### config.mk
export PLATFORM = sky130hd
export DESIGN_NAME = least_loaded_block_allocator
export DESIGN_NICKNAME = d
export VERILOG_FILES = /design/src/llba_pkg.sv /design/src/llba_ram.sv /design/src/llba_cmp.sv /design/src/llba_seq.sv /design/src/least_loaded_block_allocator.sv
export SDC_FILE = /design/constraint.sdc
export NUM_CORES = 2
export LEC_CHECK = 0
export BUFFER_PORTS_ARGS = -buffer_cell sky130_fd_sc_hd__clkbuf_2
export CORE_AREA = 2 2 338 340
export CTS_CLUSTER_DIAMETER = 150
export CTS_CLUSTER_SIZE = 28
export DETAILED_ROUTE_END_ITERATION = 8
export DIE_AREA = 0 0 340 342
export HOLD_SLACK_MARGIN = 0.03
export PLACE_DENSITY_LB_ADDON = 0.15
export SYNTH_ARGS = -nofsm -noshare
export SYNTH_HDL_FRONTEND = slang
export SYNTH_SLANG_ARGS = --single-unit
### constraint.sdc
create_clock -name i_clk -period 8.8 [get_ports i_clk]
set_input_delay 0.88 -clock i_clk [delete_from_list [all_inputs] [get_ports i_clk]]
set_output_delay 0.88 -clock i_clk [all_outputs]
set_load 0.02 [all_outputs]
### src/llba_pkg.sv
`timescale 1ns / 1ps
// Package for the least-loaded block allocator: widths, payload structs,
// sequencer states and register indexes. No dependencies.
package llba_pkg;

    localparam int MaxNodes = 16;
    localparam int IdW      = $clog2(MaxNodes);
    localparam int DataW    = 32;
    localparam int MaskW    = 16;
    localparam int CountW   = 16;
    localparam int CfgIdxW  = 2;

    typedef enum logic [CfgIdxW-1:0] {
        CFG_NODE_PRESENT_MASK = 2'd0,
        CFG_BLOCKS_PER_FILE   = 2'd1,
        CFG_ALLOCS_PER_PICK   = 2'd2
    } t_cfg_idx;

    typedef enum logic {
        OP_AUTO     = 1'b0,
        OP_DIRECTED = 1'b1
    } t_op;

    typedef struct packed {
        logic           op;
        logic [IdW-1:0] node_id;
    } t_req;

    typedef struct packed {
        logic             ok;
        logic [IdW-1:0]   server_id;
        logic [DataW-1:0] file_id;
        logic [DataW-1:0] block_index;
    } t_res;

    typedef struct packed {
        logic [MaskW-1:0]  node_present_mask;
        logic [DataW-1:0]  blocks_per_file;
        logic [CountW-1:0] allocs_per_pick;
    } t_cfg;

    typedef struct packed {
        logic             we;
        logic [IdW-1:0]   waddr;
        logic [DataW-1:0] wfile;
        logic [DataW-1:0] wused;
        logic [IdW-1:0]   raddr;
    } t_mem_req;

    typedef struct packed {
        logic [2*DataW-1:0] a;
        logic [2*DataW-1:0] b;
    } t_cmp_in;

    typedef enum logic [2:0] {
        S_IDLE,
        S_SCAN,
        S_SCAN_END,
        S_ARD,
        S_AEXE
    } t_state;

endpackage

### src/llba_ram.sv
`timescale 1ns / 1ps
// Generic single-write, single-read RAM with registered read data.
// No dependencies.
module llba_ram #(
    parameter int Width = 32,
    parameter int Depth = 16
) (
    input  logic                     i_clk,
    input  logic                     i_we,
    input  logic [$clog2(Depth)-1:0] i_waddr,
    input  logic [Width-1:0]         i_wdata,
    input  logic [$clog2(Depth)-1:0] i_raddr,
    output logic [Width-1:0]         o_rdata
);
    logic [Width-1:0] r_mem [Depth];
    logic [Width-1:0] r_rdata;

    always_ff @(posedge i_clk) begin
        if (i_we) begin
            r_mem[i_waddr] <= i_wdata;
        end
        r_rdata <= r_mem[i_raddr];
    end

    assign o_rdata = r_rdata;
endmodule

### src/llba_cmp.sv
`timescale 1ns / 1ps
// Shared less-than comparator on 64-bit keys, used for the pick scan and
// the full-file check. Depends on llba_pkg.
module llba_cmp (
    input  llba_pkg::t_cmp_in i_cmp,
    output logic              o_lt
);
    import llba_pkg::*;

    assign o_lt = (i_cmp.a < i_cmp.b);
endmodule

### src/llba_seq.sv
`timescale 1ns / 1ps
// Sequencer and datapath of the allocator: sticky node, pick scan, allocation
// and result register. Depends on llba_pkg and llba_cmp.
module llba_seq (
    input  logic               i_clk,
    input  logic               i_rst_n,
    input  logic               start,
    output logic               busy,
    input  llba_pkg::t_req     i_req,
    output logic               o_valid,
    output llba_pkg::t_res     o_res,
    input  llba_pkg::t_cfg     i_cfg,
    output llba_pkg::t_mem_req o_mem,
    input  logic [31:0]        i_rfile,
    input  logic [31:0]        i_rused
);
    import llba_pkg::*;

    t_state                r_state, n_state;
    logic                  r_op, n_op;
    logic [IdW-1:0]        r_tgt, n_tgt;
    logic [IdW-1:0]        r_idx, n_idx;
    logic [IdW-1:0]        r_pidx, n_pidx;
    logic                  r_pv, n_pv;
    logic                  r_have, n_have;
    logic [IdW-1:0]        r_best, n_best;
    logic [DataW-1:0]      r_bf, n_bf;
    logic [DataW-1:0]      r_bu, n_bu;
    logic [MaxNodes-1:0]   r_vld, n_vld;
    logic [IdW-1:0]        r_sticky, n_sticky;
    logic                  r_sticky_v, n_sticky_v;
    logic [CountW-1:0]     r_cnt, n_cnt;
    logic                  r_valid, n_valid;
    t_res                  r_res, n_res;

    logic [DataW-1:0]      w_file, w_used, w_nfile;
    logic [MaxNodes-1:0]   w_present;
    logic                  w_need_pick, w_lt;
    t_cmp_in               w_cmp;

    assign w_present = i_cfg.node_present_mask[MaxNodes-1:0];
    assign w_file    = r_vld[r_pidx] ? i_rfile : DataW'(1);
    assign w_used    = r_vld[r_pidx] ? i_rused : '0;
    assign w_nfile   = (&w_file) ? w_file : w_file + DataW'(1);

    assign w_need_pick = !r_sticky_v || (r_cnt >= i_cfg.allocs_per_pick)
                         || !w_present[r_sticky];

    always_comb begin
        if (r_state == S_AEXE) begin
            w_cmp.a = {{DataW{1'b0}}, w_used};
            w_cmp.b = {{DataW{1'b0}}, i_cfg.blocks_per_file};
        end else begin
            w_cmp.a = {w_file, w_used};
            w_cmp.b = {r_bf, r_bu};
        end
    end

    llba_cmp u_cmp (
        .i_cmp (w_cmp),
        .o_lt  (w_lt)
    );

    assign busy    = (r_state != S_IDLE);
    assign o_valid = r_valid;
    assign o_res   = r_res;

    always_ff @(posedge i_clk) begin
        if (!i_rst_n) begin
            r_state    <= S_IDLE;
            r_vld      <= '0;
            r_sticky   <= '0;
            r_sticky_v <= 1'b0;
            r_cnt      <= '0;
            r_valid    <= 1'b0;
            r_pv       <= 1'b0;
            r_have     <= 1'b0;
        end else begin
            r_state    <= n_state;
            r_vld      <= n_vld;
            r_sticky   <= n_sticky;
            r_sticky_v <= n_sticky_v;
            r_cnt      <= n_cnt;
            r_valid    <= n_valid;
            r_pv       <= n_pv;
            r_have     <= n_have;
        end
        r_op   <= n_op;
        r_tgt  <= n_tgt;
        r_idx  <= n_idx;
        r_pidx <= n_pidx;
        r_best <= n_best;
        r_bf   <= n_bf;
        r_bu   <= n_bu;
        r_res  <= n_res;
    end

    always_comb begin
        n_state    = r_state;
        n_op       = r_op;
        n_tgt      = r_tgt;
        n_idx      = r_idx;
        n_pidx     = r_pidx;
        n_pv       = r_pv;
        n_have     = r_have;
        n_best     = r_best;
        n_bf       = r_bf;
        n_bu       = r_bu;
        n_vld      = r_vld;
        n_sticky   = r_sticky;
        n_sticky_v = r_sticky_v;
        n_cnt      = r_cnt;
        n_valid    = 1'b0;
        n_res      = r_res;
        o_mem      = '0;
        o_mem.waddr = r_tgt;
        o_mem.raddr = r_idx;

        unique case (r_state)
            S_IDLE: begin
                if (start) begin
                    n_op  = i_req.op;
                    n_res = '0;
                    if (i_req.op == OP_DIRECTED) begin
                        if (w_present[i_req.node_id]) begin
                            n_tgt   = i_req.node_id;
                            n_state = S_ARD;
                        end else begin
                            n_valid = 1'b1;
                        end
                    end else if (w_need_pick) begin
                        n_cnt = '0;
                        if (w_present == '0) begin
                            n_sticky_v = 1'b0;
                            n_valid    = 1'b1;
                        end else begin
                            n_idx   = '0;
                            n_pv    = 1'b0;
                            n_have  = 1'b0;
                            n_state = S_SCAN;
                        end
                    end else begin
                        n_tgt   = r_sticky;
                        n_state = S_ARD;
                    end
                end
            end
            S_SCAN, S_SCAN_END: begin
                if (r_pv && (!r_have || w_lt)) begin
                    n_have = 1'b1;
                    n_best = r_pidx;
                    n_bf   = w_file;
                    n_bu   = w_used;
                end
                if (r_state == S_SCAN) begin
                    o_mem.raddr = r_idx;
                    n_pidx      = r_idx;
                    n_pv        = w_present[r_idx];
                    n_idx       = r_idx + IdW'(1);
                    if (r_idx == IdW'(MaxNodes - 1)) begin
                        n_state = S_SCAN_END;
                    end
                end else begin
                    n_pv       = 1'b0;
                    n_tgt      = n_best;
                    n_sticky   = n_best;
                    n_sticky_v = 1'b1;
                    n_state    = S_ARD;
                end
            end
            S_ARD: begin
                o_mem.raddr = r_tgt;
                n_pidx      = r_tgt;
                n_state     = S_AEXE;
            end
            S_AEXE: begin
                o_mem.we        = 1'b1;
                n_vld[r_tgt]    = 1'b1;
                n_res.ok        = 1'b1;
                n_res.server_id = r_tgt;
                if (w_lt) begin
                    o_mem.wfile       = w_file;
                    o_mem.wused       = w_used + DataW'(1);
                    n_res.file_id     = w_file;
                    n_res.block_index = w_used;
                end else begin
                    o_mem.wfile       = w_nfile;
                    o_mem.wused       = DataW'(1);
                    n_res.file_id     = w_nfile;
                    n_res.block_index = '0;
                end
                if (r_op == OP_AUTO) begin
                    n_cnt = r_cnt + CountW'(1);
                end
                n_valid = 1'b1;
                n_state = S_IDLE;
            end
            default: n_state = S_IDLE;
        endcase
    end

    a_accept_progress: assert property (@(posedge i_clk) disable iff (!i_rst_n)
        (start && !busy) |=> (busy || o_valid))
        else $error("accepted request produced neither work nor a result");

    a_fail_zero: assert property (@(posedge i_clk) disable iff (!i_rst_n)
        (o_valid && !o_res.ok) |->
            (o_res.server_id == '0 && o_res.file_id == '0 && o_res.block_index == '0))
        else $error("failed result carries non-zero fields");

    a_file_nonzero: assert property (@(posedge i_clk) disable iff (!i_rst_n)
        (o_valid && o_res.ok) |-> (o_res.file_id != '0))
        else $error("allocated block reports file zero");

    a_scan_auto: assert property (@(posedge i_clk) disable iff (!i_rst_n)
        (r_state == S_SCAN || r_state == S_SCAN_END) |-> (r_op == OP_AUTO))
        else $error("pick scan running for a directed request");
endmodule

### src/least_loaded_block_allocator.sv
`timescale 1ns / 1ps
// Least-loaded block allocator: top level with configuration registers and
// per-node file/used tables. Depends on llba_pkg, llba_ram and llba_seq.
//
// Usage:
//   Requests: drive i_req (op, node_id) with start high; the request is taken
//   at a rising edge where start is high and busy is low.
//   Results: o_res is shown for exactly one cycle with o_valid high; the
//   receiver cannot stall and must take it in that cycle.
//   Configuration: i_cfg_we, i_cfg_idx, i_cfg_wdata write register i_cfg_idx
//   (0 present mask, 1 blocks per file, 2 allocations per pick) at once;
//   write only while busy is low and no result is pending.
//   A failed request shows its result in the cycle after the transfer.
//   A sticky or directed allocation shows it after the table read, the
//   update and the result register.
//   A re-pick scans all 16 node entries through one comparator against the
//   registered table read, one entry a cycle, then allocates through the
//   table read, update and result register.
//   Busy drops in the cycle the result is shown, so the next request can
//   be taken then; no new request is taken while busy is high.
//   Reset: synchronous, active low; the node tables read as file 1, used 0
//   through per-entry valid bits, so no clearing pass is needed.
module least_loaded_block_allocator (
    input  logic                             i_clk,
    input  logic                             i_rst_n,
    input  logic                             start,
    output logic                             busy,
    input  llba_pkg::t_req                   i_req,
    output logic                             o_valid,
    output llba_pkg::t_res                   o_res,
    input  logic                             i_cfg_we,
    input  logic [llba_pkg::CfgIdxW-1:0]     i_cfg_idx,
    input  logic [llba_pkg::DataW-1:0]       i_cfg_wdata
);
    import llba_pkg::*;

    t_cfg             r_cfg;
    t_mem_req         w_mem;
    logic [DataW-1:0] w_rfile, w_rused;

    always_ff @(posedge i_clk) begin
        if (!i_rst_n) begin
            r_cfg.node_present_mask <= MaskW'(1);
            r_cfg.blocks_per_file   <= DataW'(65536);
            r_cfg.allocs_per_pick   <= CountW'(1000);
        end else if (i_cfg_we) begin
            unique case (i_cfg_idx)
                CFG_NODE_PRESENT_MASK: r_cfg.node_present_mask <= i_cfg_wdata[MaskW-1:0];
                CFG_BLOCKS_PER_FILE:   r_cfg.blocks_per_file   <= i_cfg_wdata;
                CFG_ALLOCS_PER_PICK:   r_cfg.allocs_per_pick   <= i_cfg_wdata[CountW-1:0];
                default: ;
            endcase
        end
    end

    llba_ram #(.Width(DataW), .Depth(MaxNodes)) u_file_ram (
        .i_clk   (i_clk),
        .i_we    (w_mem.we),
        .i_waddr (w_mem.waddr),
        .i_wdata (w_mem.wfile),
        .i_raddr (w_mem.raddr),
        .o_rdata (w_rfile)
    );

    llba_ram #(.Width(DataW), .Depth(MaxNodes)) u_used_ram (
        .i_clk   (i_clk),
        .i_we    (w_mem.we),
        .i_waddr (w_mem.waddr),
        .i_wdata (w_mem.wused),
        .i_raddr (w_mem.raddr),
        .o_rdata (w_rused)
    );

    llba_seq u_seq (
        .i_clk   (i_clk),
        .i_rst_n (i_rst_n),
        .start   (start),
        .busy    (busy),
        .i_req   (i_req),
        .o_valid (o_valid),
        .o_res   (o_res),
        .i_cfg   (r_cfg),
        .o_mem   (w_mem),
        .i_rfile (w_rfile),
        .i_rused (w_rused)
    );
endmodule
==> metrics.txt <==
run status finished clean; top cell type's share of synthesized area 62.94%; Synth warnings 0; slew margin rel. 12.14%; # IOs about 110; area of the die 116300 um^2; antenna-violating nets left 0; flop2flop setup slack ~2400 ps; number of flops mapped to enable cells by yosys between 1000 and 1500; quantity of hold-fixing buffers added after cts 0; root buffer selected by CTS sky130_fd_sc_hd__clkbuf_16; core box area 113100 um^2; critical path buffer and inverter count 2; maximum resistive drop on vdd around 0.21 mV; count of unique library cells instantiated by Yosys 69; H-tree lvl count 2; count of nets after finishing 4718; launching instance or port of the critical path u_seq.r_pidx[0]$_DFFE_PP_; number of slew-limit violations in the final report 0; Final Hold Vio Count 0; average cell area after synthesis roughly 12 um^2; CTS max path bufs 3; sequential-to-total area share from yosys stat 69.05%; Via density 5.998; min cycle time layout 6418 ps; share of layout cells above drive strength 1 6.599%; clock tree skew after final layout approximately 59 ps; reg2reg start u_seq.r_pidx[0]$_DFFE_PP_; post-synthesis cell count about 4600; max incr delay on CP 940 ps; type of element launching the critical path flop; fill cell count approximately 9600; leading register cell type out of synthesis sky130_fd_sc_hd__edfxtp_1; largest cells by area after synthesis sky130_fd_sc_hd__edfxtp_1, sky130_fd_sc_hd__nand2_1, sky130_fd_sc_hd__dfxtp_1; register bit count reported by yosys around 1300; number of antenna violations at the first check in global routing 2; worst hold start i_cfg_wdata[28]; # diodes 0; Worst Max-Slew Pin Slew roughly 1300 ps; count of input and output buffers ~110; number of sinks on the clock net 1345; horizontal die dimension roughly 340 um; crit share post-route approximately 73%; cell taking the most area after synthesis sky130_fd_sc_hd__edfxtp_1; required time of the critical path 9130 ps; pin count of the biggest net entering global routing 164; Clock Latency Late Sink 710 ps; slowest cell on the critical path sky130_fd_sc_hd__mux2i_1; CP top delay family compound AO/OA/AOI/OAI gates; standard-cell row count ~120; achievable clock frequency 0.1558 GHz; Power per Cell Area 242.1 nW/um^2; max-cap violations 0; CTS clk-pin slew, worst paths 110 ps; largest fanout on the critical path 39; Hold WC Path Type primary input to flop; net count of the mapped netlist 4773; HPWL after DPL 84840 um; detailed router's first-iteration violation count 4668; CTS tree yes; first-pass iteration count of the detailed router 6; starting density of the core 49.52%; total grt overflow 0; vias in the first global route 33950; final RePlAce weighted congestion 0.8973; final wirelength 155300 um; static leakage 22.06 nW; Commonest cells post-synth sky130_fd_sc_hd__nand2_1, sky130_fd_sc_hd__edfxtp_1, sky130_fd_sc_hd__nand3_1, sky130_fd_sc_hd__clkbuf_1, sky130_fd_sc_hd__dfxtp_1; Die Span Y 342 um; share of flip-flops with an asynchronous set or reset after synthesis 0%; WL per Instance between 20 and 30 um; wire length of the first global-routing pass 228100 um; cell repeated most along the worst path sky130_fd_sc_hd__buf_4; DRC errors left 0; post-cts sizing count 0; unrepaired setup endpoints after global routing false; Worst setup EP type flop; number of clock buffers inserted by TritonCTS 54; cell chain of the critical path mux4_2, o22ai_2, nor2_4, buf_4, and2_1, ha_1, a211oi_1, nand2_1, a2111oi_0, o41ai_1, a311o_1, nor3_4, buf_4, nor4_2, mux2i_1; area growth from synthesis to layout 6.561%; final design utilization 52.77%; post-CTS setup buffers 0; most frequently used cell type in the post-synthesis netlist sky130_fd_sc_hd__nand2_1; mapped cell area 56010 um^2; category of the critical setup timing path flop to flop; aggregate global-route resource usage a little over a quarter; number of endpoints failing setup at the final stage 0; via count 36880; CP arrival 6750 ps; final total negative setup slack 0 ps
## logic make-up (layout without fill, tap and decap cells)
logic type                 after synthesis  in the layout  share of synthesized area [%]
buffers and inverters                  358            348                          2.551
AOI/OAI and AO/OA                      439            439                          5.611
DFF                                   1345           1345                          69.05
adders and majority gates               83             83                          1.854
muxes                                   93             93                          2.093
and+or+nand+nor                       2294           2294                          18.29
xor gates and xnor gates                35             35                         0.5473
## area by class of cell
class                   count  area (um^2)  share of cell area, %
multi-input cells        2944        16100                  26.98
flip-flops and latches   1345        38680                  64.80
clock buffers              97         1513                  2.534
well taps                1512         1892                  3.170
repair buffers            186         1191                  1.996
clock inverters             4        63.81                 0.1069
inverters                  61        246.5                 0.4130
## final timing paths
check	end	cells past startpoint
setup / recovery	u_file_ram.r_mem[13][30]$_DFFE_PP_	15
hold / removal	r_cfg[44]$_SDFFE_PN0P_	3
setup reg to reg	u_file_ram.r_mem[13][30]$_DFFE_PP_	15
hold reg to reg	r_cfg[16]$_SDFFE_PN0P_	2
## layer usage
layer | vias to the layer above | wire length [um] | GRT usage (%)
li1 | 16730 | - | -
met1 | 18430 | 67860 | 39.49
met2 | 1546 | 70990 | 40.73
met3 | 179 | 13100 | 3.412
met4 | 0 | 3348 | 5.890
met5 | - | 0 | 0
## report_power, final
part,switching [mW],internal (mW)
sequential,0.409,7.18
clock,1.93,1.19
combinational,2.73,1.01
total,5.07,9.38
## stage by stage
stage          setup WS [ps]  cell area (um^2)  hold WS, ps  std cells  power [mW]
3_3_place_gp            2636             58110        441.4       6048       11.42
4_1_cts                 2445             59690        357.7       6149       14.45
5_1_grt                 1947             59690        379.6       6149       15.04
2_1_floorplan           1803             56020        435.4       4647       10.02
3_5_place_dp            2500             58110        447.6       6048       11.42
6_report                2382             59690        399.1       6149       14.45
## placed cells by master, fill, tap and decap left out, types with 70 or more instances in the layout
| cell | n |
|---|---|
| sky130_fd_sc_hd__nand3_1 | 574 |
| sky130_fd_sc_hd__a311oi_1 | 131 |
| sky130_fd_sc_hd__clkbuf_2 | 112 |
| sky130_fd_sc_hd__mux2i_1 | 70 |
| sky130_fd_sc_hd__a21oi_1 | 82 |
| sky130_fd_sc_hd__ha_1 | 83 |
| sky130_fd_sc_hd__edfxtp_1 | 1174 |
| sky130_fd_sc_hd__nand2_1 | 1272 |
| sky130_fd_sc_hd__dfxtp_1 | 171 |
| sky130_fd_sc_hd__nor2_1 | 86 |
| sky130_fd_sc_hd__and3_1 | 110 |
## tightest hold or removal path, stage by stage
cell and delay [ps]:
sky130_fd_sc_hd__clkbuf_2 80, sky130_fd_sc_hd__nand2_1 40, sky130_fd_sc_hd__a21boi_0 60
## state kept, by name (all words and copies together), names as in the netlist, 16 cells and up
| name | flops |
|---|---|
| u_seq.o_res | 69 |
| u_seq.r_cnt | 16 |
| u_seq.r_bf | 32 |
| r_cfg | 64 |
| u_used_ram.o_rdata | 32 |
| u_seq.r_vld | 16 |
| u_used_ram.r_mem | 512 |
| u_file_ram.o_rdata | 32 |
| u_seq.r_bu | 32 |
| u_file_ram.r_mem | 512 |
(Power assumes the default switching activity.)
